File: src/rtl/bsrc_pkg.sv
package bsrc_pkg;

  // Default sizes of the block.
  localparam int MAX_PROCESSES_DEF = 16;
  localparam int MAX_RESOURCES_DEF = 8;
  localparam int COUNT_WIDTH_DEF   = 8;

  // Input item modes.
  localparam logic [2:0] MODE_ALLOC   = 3'd0;
  localparam logic [2:0] MODE_CLAIM   = 3'd1;
  localparam logic [2:0] MODE_AVAIL   = 3'd2;
  localparam logic [2:0] MODE_REQUEST = 3'd3;
  localparam logic [2:0] MODE_CHECK   = 3'd4;

  // Verdict codes.
  localparam logic [1:0] VERDICT_SAFE      = 2'd0;
  localparam logic [1:0] VERDICT_UNSAFE    = 2'd1;
  localparam logic [1:0] VERDICT_CLAIM     = 2'd2;
  localparam logic [1:0] VERDICT_NOT_AVAIL = 2'd3;

  // Configuration register indexes.
  localparam logic [1:0] REG_PROCESS_COUNT  = 2'd0;
  localparam logic [1:0] REG_RESOURCE_COUNT = 2'd1;

  // Sequencer states.
  typedef enum logic [4:0] {
    S_IDLE,
    S_REQ,
    S_CLM_RD,
    S_CLM_CHK,
    S_AV_CHK,
    S_GR_RD,
    S_GR_WR,
    S_SF_INIT,
    S_SF_ROW,
    S_SF_RD,
    S_SF_CMP,
    S_SF_ADD_RD,
    S_SF_ADD,
    S_RB_RD,
    S_RB_WR,
    S_SINGLE,
    S_EM_RD,
    S_EM_OUT
  } state_t;

endpackage

File: src/rtl/bankers_safety_and_request_check.sv
// Banker's algorithm engine. Each item either loads one table entry (allocation, maximum claim
// or available units), stores one request element, or starts an evaluation: a safety check
// (mode 4) or, on the last request element, a claim check, an availability check, a tentative
// grant and a safety check. All evaluation runs on one shared compare/add datapath behind a
// single read port on each table memory, stepped by a small sequencer; in_ready is low until
// it finishes. The claim check, availability check, grant and rollback each step through the
// resource types in use one at a time. With P processes in use, a safety check visits at most
// P passes of P rows; a finished row is skipped, an unfinished one is read and compared per
// resource up to the first misfit, and a fitting row's allocation is read and added to the
// work vector; the check stops early once all processes are finished or a pass makes no
// progress. A safe outcome is sent as P items; any other outcome is a single item. Results
// sit in an output register, so the next item is taken while the last result still waits.
module bankers_safety_and_request_check
  #(
    parameter int MAX_PROCESSES = bsrc_pkg::MAX_PROCESSES_DEF,
    parameter int MAX_RESOURCES = bsrc_pkg::MAX_RESOURCES_DEF,
    parameter int COUNT_WIDTH   = bsrc_pkg::COUNT_WIDTH_DEF
  )
  (
    input  logic       clk,
    input  logic       rst,
    input  logic       cfg_write,
    input  logic [1:0] cfg_index,
    input  logic [4:0] cfg_data,
    input  logic       in_valid,
    output logic       in_ready,
    input  logic [2:0] mode,
    input  logic [3:0] process_index,
    input  logic [2:0] resource_index,
    input  logic [7:0] amount,
    input  logic       request_last,
    output logic       out_valid,
    input  logic       out_ready,
    output logic [1:0] verdict,
    output logic [3:0] order_process,
    output logic       order_valid,
    output logic       last_result
  );
  import bsrc_pkg::*;

  localparam int PW   = (MAX_PROCESSES > 1) ? $clog2(MAX_PROCESSES) : 1;
  localparam int RW   = (MAX_RESOURCES > 1) ? $clog2(MAX_RESOURCES) : 1;
  localparam int PCW  = $clog2(MAX_PROCESSES + 1);
  localparam int RCW  = $clog2(MAX_RESOURCES + 1);
  localparam int CW   = COUNT_WIDTH;
  localparam int WW   = COUNT_WIDTH + PCW;
  localparam int AW   = PW + RW;
  localparam int DEPTH = 1 << AW;

  state_t state, state_next;

  logic [PCW-1:0] pc;
  logic [RCW-1:0] rc;

  // Table memories and their registered read data.
  logic [CW-1:0] alloc_mem [DEPTH];
  logic [CW-1:0] claim_mem [DEPTH];
  logic [CW-1:0] alloc_q;
  logic [CW-1:0] claim_q;
  logic [PW-1:0] order_mem [MAX_PROCESSES];
  logic [PW-1:0] order_q;

  logic [CW-1:0] avail   [MAX_RESOURCES];
  logic [CW-1:0] req_vec [MAX_RESOURCES];
  logic [WW-1:0] work    [MAX_RESOURCES];
  logic [MAX_PROCESSES-1:0] finished;

  logic [PCW-1:0] scan_p;
  logic [PCW-1:0] count;
  logic [PCW-1:0] k;
  logic [RW-1:0]  r_idx;
  logic [PW-1:0]  req_p;
  logic           progress;
  logic           is_req;
  logic [1:0]     single_verdict;

  logic [AW-1:0]  mem_addr;
  logic           alloc_we;
  logic           claim_we;
  logic [CW-1:0]  alloc_wdata;

  logic [15:0]    pin_ext;
  logic [15:0]    rin_ext;
  logic [15:0]    amt_ext;
  logic [CW-1:0]  amt_cw;
  logic           p_ok;
  logic           r_ok;
  logic           accept;
  logic [CW:0]    need;
  logic           need_neg;
  logic           r_last;
  logic           p_end;
  logic           all_done;
  logic           k_last;
  logic           load_out;
  logic [PW-1:0]  row;
  logic [31:0]    cfg_v;

  // Input decoding.
  assign pin_ext = 16'(process_index);
  assign rin_ext = 16'(resource_index);
  assign amt_ext = 16'(amount);
  assign amt_cw  = amt_ext[CW-1:0];
  assign p_ok    = pin_ext < 16'(MAX_PROCESSES);
  assign r_ok    = rin_ext < 16'(MAX_RESOURCES);
  assign accept  = in_valid && in_ready;

  // Shared compare datapath.
  assign need     = {1'b0, claim_q} - {1'b0, alloc_q};
  assign need_neg = need[CW];
  assign r_last   = (RCW'(r_idx) == rc - RCW'(1));
  assign p_end    = (scan_p == pc);
  assign all_done = (count == pc);
  assign k_last   = (k == pc - PCW'(1));
  assign row      = (state == S_SF_RD || state == S_SF_ADD_RD) ? scan_p[PW-1:0] : req_p;
  assign cfg_v    = 32'(cfg_data);

  // Memory port control.
  always_comb begin
    mem_addr    = {row, r_idx};
    alloc_we    = 1'b0;
    claim_we    = 1'b0;
    alloc_wdata = alloc_q + req_vec[r_idx];
    case (state)
      S_IDLE: begin
        mem_addr    = {pin_ext[PW-1:0], rin_ext[RW-1:0]};
        alloc_wdata = amt_cw;
        alloc_we    = accept && (mode == MODE_ALLOC) && p_ok && r_ok;
        claim_we    = accept && (mode == MODE_CLAIM) && p_ok && r_ok;
      end
      S_GR_WR: alloc_we = 1'b1;
      S_RB_WR: begin
        alloc_we    = 1'b1;
        alloc_wdata = alloc_q - req_vec[r_idx];
      end
      default: ;
    endcase
  end

  always_ff @(posedge clk) begin
    if (alloc_we) begin
      alloc_mem[mem_addr] <= alloc_wdata;
    end
    if (claim_we) begin
      claim_mem[mem_addr] <= amt_cw;
    end
    alloc_q <= alloc_mem[mem_addr];
    claim_q <= claim_mem[mem_addr];
  end

  // Safe order memory.
  always_ff @(posedge clk) begin
    if (state == S_SF_ADD && r_last) begin
      order_mem[count[PW-1:0]] <= scan_p[PW-1:0];
    end
    order_q <= order_mem[k[PW-1:0]];
  end

  // Sequencer: next state and handshake.
  always_comb begin
    state_next = state;
    in_ready   = 1'b0;
    load_out   = 1'b0;
    case (state)
      S_IDLE: begin
        in_ready = !rst;
        if (in_valid) begin
          if (mode == MODE_REQUEST && request_last) begin
            state_next = S_REQ;
          end else if (mode == MODE_CHECK) begin
            state_next = S_SF_INIT;
          end
        end
      end
      S_REQ: begin
        if (16'(req_p) >= 16'(pc)) begin
          state_next = S_SINGLE;
        end else begin
          state_next = S_CLM_RD;
        end
      end
      S_CLM_RD:  state_next = S_CLM_CHK;
      S_CLM_CHK: begin
        if (need_neg || req_vec[r_idx] > need[CW-1:0]) begin
          state_next = S_SINGLE;
        end else if (r_last) begin
          state_next = S_AV_CHK;
        end else begin
          state_next = S_CLM_RD;
        end
      end
      S_AV_CHK: begin
        if (req_vec[r_idx] > avail[r_idx]) begin
          state_next = S_SINGLE;
        end else if (r_last) begin
          state_next = S_GR_RD;
        end
      end
      S_GR_RD: state_next = S_GR_WR;
      S_GR_WR: begin
        if (r_last) begin
          state_next = S_SF_INIT;
        end else begin
          state_next = S_GR_RD;
        end
      end
      S_SF_INIT: state_next = S_SF_ROW;
      S_SF_ROW: begin
        if (all_done) begin
          state_next = S_EM_RD;
        end else if (p_end && !progress) begin
          state_next = is_req ? S_RB_RD : S_SINGLE;
        end else if (!p_end && !finished[scan_p[PW-1:0]]) begin
          state_next = S_SF_RD;
        end
      end
      S_SF_RD: state_next = S_SF_CMP;
      S_SF_CMP: begin
        if (!need_neg && WW'(need[CW-1:0]) > work[r_idx]) begin
          state_next = S_SF_ROW;
        end else if (r_last) begin
          state_next = S_SF_ADD_RD;
        end else begin
          state_next = S_SF_RD;
        end
      end
      S_SF_ADD_RD: state_next = S_SF_ADD;
      S_SF_ADD: begin
        if (r_last) begin
          state_next = S_SF_ROW;
        end else begin
          state_next = S_SF_ADD_RD;
        end
      end
      S_RB_RD: state_next = S_RB_WR;
      S_RB_WR: begin
        if (r_last) begin
          state_next = S_SINGLE;
        end else begin
          state_next = S_RB_RD;
        end
      end
      S_SINGLE: begin
        if (!out_valid) begin
          load_out   = 1'b1;
          state_next = S_IDLE;
        end
      end
      S_EM_RD: state_next = S_EM_OUT;
      S_EM_OUT: begin
        if (!out_valid) begin
          load_out   = 1'b1;
          state_next = k_last ? S_IDLE : S_EM_RD;
        end
      end
      default: state_next = S_IDLE;
    endcase
  end

  // Control registers: state, configuration and output valid.
  always_ff @(posedge clk) begin
    if (rst) begin
      state     <= S_IDLE;
      pc        <= PCW'(1);
      rc        <= RCW'(1);
      out_valid <= 1'b0;
    end else begin
      state <= state_next;
      if (cfg_write && cfg_index == REG_PROCESS_COUNT) begin
        if (cfg_v == 32'd0) begin
          pc <= PCW'(1);
        end else if (cfg_v > 32'(MAX_PROCESSES)) begin
          pc <= PCW'(MAX_PROCESSES);
        end else begin
          pc <= cfg_v[PCW-1:0];
        end
      end
      if (cfg_write && cfg_index == REG_RESOURCE_COUNT) begin
        if (cfg_v[3:0] == 4'd0) begin
          rc <= RCW'(1);
        end else if (32'(cfg_v[3:0]) > 32'(MAX_RESOURCES)) begin
          rc <= RCW'(MAX_RESOURCES);
        end else begin
          rc <= cfg_v[RCW-1:0];
        end
      end
      if (load_out) begin
        out_valid <= 1'b1;
      end else if (out_ready) begin
        out_valid <= 1'b0;
      end
    end
  end

  // Datapath registers stepped by the sequencer.
  always_ff @(posedge clk) begin
    case (state)
      S_IDLE: begin
        r_idx <= '0;
        if (accept && mode == MODE_AVAIL && r_ok) begin
          avail[rin_ext[RW-1:0]] <= amt_cw;
        end
        if (accept && mode == MODE_REQUEST && r_ok) begin
          req_vec[rin_ext[RW-1:0]] <= amt_cw;
        end
        if (accept) begin
          req_p  <= pin_ext[PW-1:0];
          is_req <= (mode == MODE_REQUEST);
        end
      end
      S_REQ: begin
        single_verdict <= VERDICT_CLAIM;
        r_idx          <= '0;
      end
      S_CLM_CHK: begin
        r_idx <= r_last ? '0 : r_idx + RW'(1);
      end
      S_AV_CHK: begin
        single_verdict <= VERDICT_NOT_AVAIL;
        r_idx          <= r_last ? '0 : r_idx + RW'(1);
      end
      S_GR_WR: begin
        avail[r_idx] <= avail[r_idx] - req_vec[r_idx];
        r_idx        <= r_last ? '0 : r_idx + RW'(1);
      end
      S_SF_INIT: begin
        for (int i = 0; i < MAX_RESOURCES; i++) begin
          work[i] <= (32'(i) < 32'(rc)) ? WW'(avail[i]) : '0;
        end
        finished       <= '0;
        count          <= '0;
        scan_p         <= '0;
        progress       <= 1'b0;
        r_idx          <= '0;
        k              <= '0;
        single_verdict <= VERDICT_UNSAFE;
      end
      S_SF_ROW: begin
        r_idx <= '0;
        if (p_end) begin
          scan_p   <= '0;
          progress <= 1'b0;
        end else if (finished[scan_p[PW-1:0]]) begin
          scan_p <= scan_p + PCW'(1);
        end
      end
      S_SF_CMP: begin
        if (!need_neg && WW'(need[CW-1:0]) > work[r_idx]) begin
          scan_p <= scan_p + PCW'(1);
          r_idx  <= '0;
        end else begin
          r_idx <= r_last ? '0 : r_idx + RW'(1);
        end
      end
      S_SF_ADD: begin
        work[r_idx] <= work[r_idx] + WW'(alloc_q);
        r_idx       <= r_last ? '0 : r_idx + RW'(1);
        if (r_last) begin
          finished[scan_p[PW-1:0]] <= 1'b1;
          count                    <= count + PCW'(1);
          progress                 <= 1'b1;
          scan_p                   <= scan_p + PCW'(1);
        end
      end
      S_RB_WR: begin
        avail[r_idx] <= avail[r_idx] + req_vec[r_idx];
        r_idx        <= r_last ? '0 : r_idx + RW'(1);
      end
      S_EM_OUT: begin
        if (!out_valid) begin
          k <= k + PCW'(1);
        end
      end
      default: ;
    endcase
  end

  // Output register.
  always_ff @(posedge clk) begin
    if (load_out) begin
      if (state == S_EM_OUT) begin
        verdict       <= VERDICT_SAFE;
        order_process <= 4'(order_q);
        order_valid   <= 1'b1;
        last_result   <= k_last;
      end else begin
        verdict       <= single_verdict;
        order_process <= 4'd0;
        order_valid   <= 1'b0;
        last_result   <= 1'b1;
      end
    end
  end

`ifndef SYNTHESIS
  // A run entry always carries a safe verdict.
  a_order_safe: assert property (@(posedge clk) disable iff (rst)
    out_valid && order_valid |-> verdict == VERDICT_SAFE)
    else $error("order entry with non-safe verdict");

  // A single verdict is always the end of its run.
  a_single_last: assert property (@(posedge clk) disable iff (rst)
    out_valid && !order_valid |-> last_result)
    else $error("single verdict not marked last");

  // The finish count never passes the number of processes in use.
  a_count_bound: assert property (@(posedge clk) disable iff (rst)
    state == S_SF_ROW |-> count <= pc)
    else $error("finish count beyond process count");

  // No item is taken while an evaluation is under way.
  a_busy: assert property (@(posedge clk) disable iff (rst)
    state != S_IDLE |-> !in_ready)
    else $error("item accepted while busy");
`endif

endmodule
File: config.mk
export PLATFORM = sky130hd
export DESIGN_NAME = bankers_safety_and_request_check
export DESIGN_NICKNAME = d
export VERILOG_FILES = /design/src/rtl/bsrc_pkg.sv /design/src/rtl/bankers_safety_and_request_check.sv
export SDC_FILE = /design/constraint.sdc
export NUM_CORES = 2
export LEC_CHECK = 0
export BUFFER_PORTS_ARGS = -buffer_cell sky130_fd_sc_hd__buf_2
export CORE_MARGIN = 3
export CORE_UTILIZATION = 47
export DETAILED_ROUTE_END_ITERATION = 12
export HOLD_SLACK_MARGIN = 0.02
export PLACE_DENSITY_LB_ADDON = 0.05
export SYNTH_ARGS = -nofsm -noshare
export SYNTH_HDL_FRONTEND = slang
export SYNTH_SLANG_ARGS = --single-unit
File: constraint.sdc
create_clock -name clk -period 10.7 [get_ports clk]
set_input_delay 0 -clock clk [delete_from_list [all_inputs] [get_ports clk]]
set_output_delay 0 -clock clk [all_outputs]
set_load 0.01 [all_outputs]
After elaboration in Yosys (flattened, before gate mapping):

Memories as Yosys holds them, arrays and structs flattened. A register that Yosys moved wholly into a read port is not among the register bits.
Cells that the tools add are included.

* input port bits: 31
* bits in writable memories: 2344
* output and inout port bits: 10
* memories: 6
* logic and storage cells: 237
* flip-flop bits (word level): 65

* muxes and demuxes: 96
* $lt $le $gt $ge: 18
* reductions and logical operators: 50
* add/subtract/negate cells: 12
* eq/ne operators: 36
* bitwise operators: 2

Memory list
* alloc_mem: words 128, width 8, read ports 1, clocked after Yosys merged registers in 1, write ports 1, RTL line bankers_safety_and_request_check.sv:56 `logic [CW-1:0] alloc_mem [DEPTH];`
* claim_mem: words 128, width 8, read ports 1, clocked after Yosys merged registers in 1, write ports 1, RTL line bankers_safety_and_request_check.sv:57 `logic [CW-1:0] claim_mem [DEPTH];`
* work: words 8, width 13, read ports 1, clocked after Yosys merged registers in 1, write ports 8, RTL line bankers_safety_and_request_check.sv:65 `logic [WW-1:0] work [MAX_RESOURCES];`
* avail: words 8, width 8, read ports 9, clocked after Yosys merged registers in 1, write ports 1, RTL line bankers_safety_and_request_check.sv:63 `logic [CW-1:0] avail [MAX_RESOURCES];`
* order_mem: words 16, width 4, read ports 1, clocked after Yosys merged registers in 1, write ports 1, RTL line bankers_safety_and_request_check.sv:60 `logic [PW-1:0] order_mem [MAX_PROCESSES];`
* req_vec: words 8, width 8, read ports 1, clocked after Yosys merged registers in 1, write ports 1, RTL line bankers_safety_and_request_check.sv:64 `logic [CW-1:0] req_vec [MAX_RESOURCES];`

Operators with widths (number)
* $mux W5: 19
* $pmux W5 S18: 1
* $mux W8: 10
* $eq A5 B4 Y1 const B: 8
* $mux W1: 33
* $logic_not A32 Y1: 1
* $pmux W16 S2: 1
* $mux W3: 8
* $eq A5 B3 Y1 const B: 4
* $mux W4: 5
* $pmux W5 S2: 2
* $pmux W5 S4: 1
* $logic_and A1 B1 Y1: 19
* $add A8 B8 Y8: 2
* $gt A8 B8 Y1: 2
* $lt A3 B4 Y1 const A: 4
* $mux W16: 1
* $or A16 B16 Y16: 1
* $pmux W8 S2: 1
* $sub A8 B8 Y8: 2
* $add A5 B1 Y5 const B: 3
* $eq A5 B5 Y1: 3
* $add A13 B8 Y13: 1
* $gt A8 B13 Y1: 1
* other kinds (51): 81

Logic depth before layout (Yosys ltp):

* word-level depth: 9
* mapped depth: 19
* gate-level depth less buffers: 18

Worst setup path after synthesis:

No wires, ideal clock.

* kind: register to register
* start: register (tool-made name)
* end: memory alloc_mem[0][7] (netlist bit) (data pin)
* buffers on the path: 3
* path slack: 536 ps
* period minus slack after synthesis: 10164 ps
* cell stages (with the launch flop): 17
* arrival: 8968 ps
* setup time: 1197 ps
* required time: 9503 ps
* cells stage by stage: dfxtp_1 -> clkbuf_1 -> buf_1 -> clkbuf_1 -> mux4_2 -> mux2i_1 -> ha_1 -> o21ai_0 -> ha_1 -> nor2b_1 -> o21ai_0 -> a21boi_0 -> o21ai_0 -> nand2b_1 -> a31oi_1 -> xnor2_1 -> o21ai_0

RTL lines (RTL line)
* end, declared: bankers_safety_and_request_check.sv:56

Worst setup path after layout:

* start: register state[2]
* end: memory claim_mem[109][0] (netlist bit) (enable)

* longest elaborated chain between the ends: 9
* elaborated cells on any way between the ends: 14
* those cells by class: 2 x eq/ne; 6 x mux; 6 x reduce/logical

Ends and longest elaborated chain
* start, declared: RTL line bankers_safety_and_request_check.sv:50 `state_t state, state_next;`
* start signal, assigned: RTL line bankers_safety_and_request_check.sv:268 `state <= state_next;`
* $logic_not A5 Y1: RTL line bankers_safety_and_request_check.sv:124, bankers_safety_and_request_check.sv:164
* $mux W1: RTL line bankers_safety_and_request_check.sv:164 `case (state)`
* $logic_and A1 B1 Y1: RTL line bankers_safety_and_request_check.sv:106 `assign accept = in_valid && in_ready;`
* $logic_and A1 B1 Y1 (3 in series): RTL line bankers_safety_and_request_check.sv:129 `claim_we = accept && (mode == MODE_CLAIM) && p_ok && r_ok;`
* $mux W1: RTL line bankers_safety_and_request_check.sv:124 `case (state)`
* $mux W1: RTL line bankers_safety_and_request_check.sv:144 `if (claim_we) begin`
* $mux W1 (implied by the code): RTL line bankers_safety_and_request_check.sv:145 `claim_mem[mem_addr] <= amt_cw;`
* end, declared: RTL line bankers_safety_and_request_check.sv:57

Several ways; a longest one is shown, not always the timed one.

==> results.sh <==
export IMPL_wl_um=324400
export IMPL_worst_pin_slew_ns=1.378
export IMPL_yosys_top_cells_count="2394 x edfxtp_1, 720 x a22oi_1, 445 x nor2_1, 381 x o21ai_0, 294 x nand2_1"
export IMPL_grt_setup_unrepaired="false"
export IMPL_final_hold_viol_count=0
export IMPL_yosysWarningCount=0
export IMPL_p_int_mw=19.84
export IMPL_synthToLayoutAreaGrowth_pct=12.82
export IMPL_cap_violations=0
export IMPL_swShare=0.3613
export IMPL_p_seq_frac=0.411
export IMPL_die_area_um2=209000
export IMPL_leakage_nw=33.53
export IMPL_worstPathRequired_ns=11.23
export IMPL_synth_compound_area_frac=0.1203
export IMPL_via_count=59100
export IMPL_busiest_layer="met2"
export IMPL_synth_top_cell_by_area="edfxtp_1"
export IMPL_ir_drop_mv=0.2943
export IMPL_via_per_inst=6.539
export IMPL_ys_seq_elements=2432
export IMPL_drive_gt1_frac=0.1140
export IMPL_powerDensity_nw_per_um2=287.8
export IMPL_place_area_um2=99220
export IMPL_combPwrFrac=0.305
export IMPL_numClockSinks=2432
export IMPL_outcome="finished clean"
export IMPL_synthFlopType="edfxtp_1"
export IMPL_dp_cells=8504
export IMPL_synth_edf_count=2394
export IMPL_synthTopCellsByArea="edfxtp_1 75%, a22oi_1 5.7%, o21ai_0 2.0%, mux4_2 2.0%, nor2_1 1.7%"
export IMPL_synth_top_family_by_area="compound AO/OA/AOI/OAI gates"
export IMPL_finish_instance_area_um2=107900
export IMPL_first_pass_iters=8
export IMPL_grt_pass1_vias=57270
export IMPL_grt_max_degree=100
export IMPL_clock_latency_ns=0.94
export IMPL_post_route_period_util=0.5654
export IMPL_syn_instance_count=6047
export IMPL_syn_area_per_cell_um2=15.82
export IMPL_synth_nets=6156
export IMPL_grt_use_met3=0.07621
export IMPL_rows=164
export IMPL_synth_top_area_share=0.7515
export IMPL_crit_fanout=25
export IMPL_wl_per_cell_um=35.90
export IMPL_p_switching_mw=11.22
export IMPL_crit_type="reg -> reg"
export IMPL_netlist_area_um2=95660
export IMPL_hpwl_um=193100
export IMPL_path_delay_family="simple AND/OR/NAND/NOR gates"
export IMPL_detail_route_iter0_violations=8401
export IMPL_maxSlewHeadroom=0.07729
export IMPL_slew_violations=0
export IMPL_cp_arrival_ns=6.58
export IMPL_synth_area_mux_share=0.02723
export IMPL_cpPeakStageDelay_ns=1.03
export IMPL_path_clk_slew_ns=0.06
export IMPL_nets=6284
export IMPL_start_util=0.4757
export IMPL_timing_critical_path_buf_inv=1
export IMPL_pwr_share_clk=0.284
export IMPL_clockBufferDepth=4
export IMPL_gp_congestion=0.8688
export IMPL_hold_path_class="in -> reg"
export IMPL_cts_tree="built"
export IMPL_gr_usage_all_layers=0.3059
export IMPL_antenna_found_initial=20
export IMPL_finalCriticalPeriod_ns=6.049
export IMPL_dieWidth_um=457.1
export IMPL_grt_pass1_wl_um=452400
export IMPL_clockRootBuffer="clkbuf_16"
export IMPL_critPathLaunchType="register"
export IMPL_design_core_area_um2=201100
export IMPL_setup_tns_ns=0
export IMPL_rrSetupSlack_ns=4.65
export IMPL_ioPinCount=41
export IMPL_yosys_area_share_simple=0.05555
export IMPL_ys_async_sr_fraction=0
export IMPL_synth_most_common_cell="edfxtp_1"
export IMPL_setup_viol=0
export IMPL_port_buffers=40
export IMPL_clock_fmax_mhz=165.3
export IMPL_grt_met1_usage=0.4197
export IMPL_htreeDepth=5
export IMPL_path_cells="nor3_4 -> nand2_1 -> nor2_1 -> nand2_1 -> or2_2 -> nor3b_1 -> buf_4 -> nand2_2 -> nor2_1"
export IMPL_ys_types=81
export IMPL_drc=0
export IMPL_die_h_um=457.1
export IMPL_numCtsBuffers=277
export IMPL_antenna_left=0
export IMPL_stdcell_count=9038
export IMPL_postCtsSetupBuffers=0
export IMPL_crit_slowest_cell="nor2_1"
export IMPL_met2_usage=0.4786
export IMPL_synth_xor_xnor_area_share=0.005952
export IMPL_ys_seq_area_frac=0.7595
export IMPL_synthAdderAreaFrac=0.01060
export IMPL_grt_overflow_total=0
export IMPL_skew_ns=0.05611
export IMPL_end_kind="register"
worst reg2reg max path: stages (launching register included):
cell and delay [ns]:
dfxtp_1 0.58, nor3_4 0.92, nand2_1 0.91, nor2_1 0.42, nand2_1 0.11, or2_2 0.33, nor3b_1 0.48, buf_4 0.29
nand2_2 0.58, nor2_1 1.06
what timing repair did:
action                    4_1_cts  5_1_grt
hold endpoints to repair      539        0
resized for setup               0        0
hold buffers                   48        0
layout make-up:
type | count | area (um^2)
fillers | 16190 | 93170
flip-flops and latches | 2432 | 72660
multi-input cells | 3137 | 21410
clock buffers | 367 | 7510
well taps | 2656 | 3323
repair buffers | 244 | 1997
clock inverters | 103 | 669.4
inverters | 83 | 311.5
diodes | 16 | 40.04
layer usage:
layer / wire length (um) / part of all wire
met3: 34300 / 0.11
met4: 11580 / 0.036
met5: 13 / 0.000040
met1: 127900 / 0.39
met2: 150700 / 0.46
flip-flops by register name, indices dropped and copies added, names as in the netlist, 8 cells and up, named ones only:
signal     flops
alloc_mem   1024
claim_mem   1024
work         104
avail         64
order_mem     64
req_vec       64
finished      16
alloc_q        8
claim_q        8
power by group through the flow:
stage | registers (mW) | logic [mW] | clock network [mW]
finish | 12.8 | 9.49 | 8.81
global route | 12.8 | 9.93 | 9.26
CTS | 12.8 | 9.37 | 8.89
detailed placement | 13.0 | 9.33 | 0
global placement | 13.0 | 9.23 | 0
floorplan | 13.3 | 4.81 | 0
placed cells by master, fill, tap and decap left out, types with 18 or more instances in the layout:
cell	netlist	layout
nand3_1	162	162
mux2i_1	60	59
nor3_1	26	23
inv_1	81	81
buf_2	127	32
a221oi_1	41	41
xnor2_1	42	42
a21oi_1	162	156
a31oi_1	82	79
nand2_1	294	283
nor4_1	23	18
clkbuf_1	194	75
mux4_2	83	83
a41oi_1	58	58
buf_4	8	154
nor2_1	445	440
a22o_1	50	50
clkbuf_16	0	285
dfxtp_1	38	35
o21a_1	21	21
o21ai_0	381	378
dlygate4sd3_1	0	48
o211ai_1	22	22
ha_1	73	73
nand4_1	35	35
clkinv_2	0	36
xor2_1	23	23
a21o_1	29	29
a22oi_1	720	720
and4_1	45	44
clkinv_1	2	55
edfxtp_1	2394	2394
final timing paths:
check                        startpoint                             end  depth (start not counted)
setup reg to reg  state[2]$_SDFFE_PP0P_     claim_mem[109][0]$_DFFE_PP_                          9
setup / recovery  state[2]$_SDFFE_PP0P_     claim_mem[109][0]$_DFFE_PP_                          9
hold / removal              cfg_data[3]              pc[3]$_SDFFE_PP0P_                          5
hold reg to reg      order_q[1]$_DFF_P_  order_process[1]$_SDFFCE_PN0P_                          1
cells by family (layout without fill, tap and decap cells):
logic type,after synthesis,after routing
other cells,0,16
buf+inv,478,797
xor+xnor,65,65
fa+ha+maj,78,78
mux,155,155
simple gates,1150,1150
flops,2432,2432
compound gates,1689,1689
stage by stage:
| step | util | setup slack, ns | power, mW | hold slack [ns] |
|---|---|---|---|---|
| 4_1_cts | 0.5365 | 4.693 | 31.02 | 0.04464 |
| 5_1_grt | 0.5365 | 4.386 | 31.97 | 0.1143 |
| 3_5_place_dp | 0.4934 | 4.733 | 22.28 | 0.2652 |
| 2_1_floorplan | - | 0.5357 | 18.06 | 0.09887 |
| 3_3_place_gp | 0.4934 | 4.801 | 22.18 | 0.2547 |
| 6_report | 0.5367 | 4.651 | 31.06 | 0.1014 |
No activity file was read; power rests on OpenSTA's default activity.
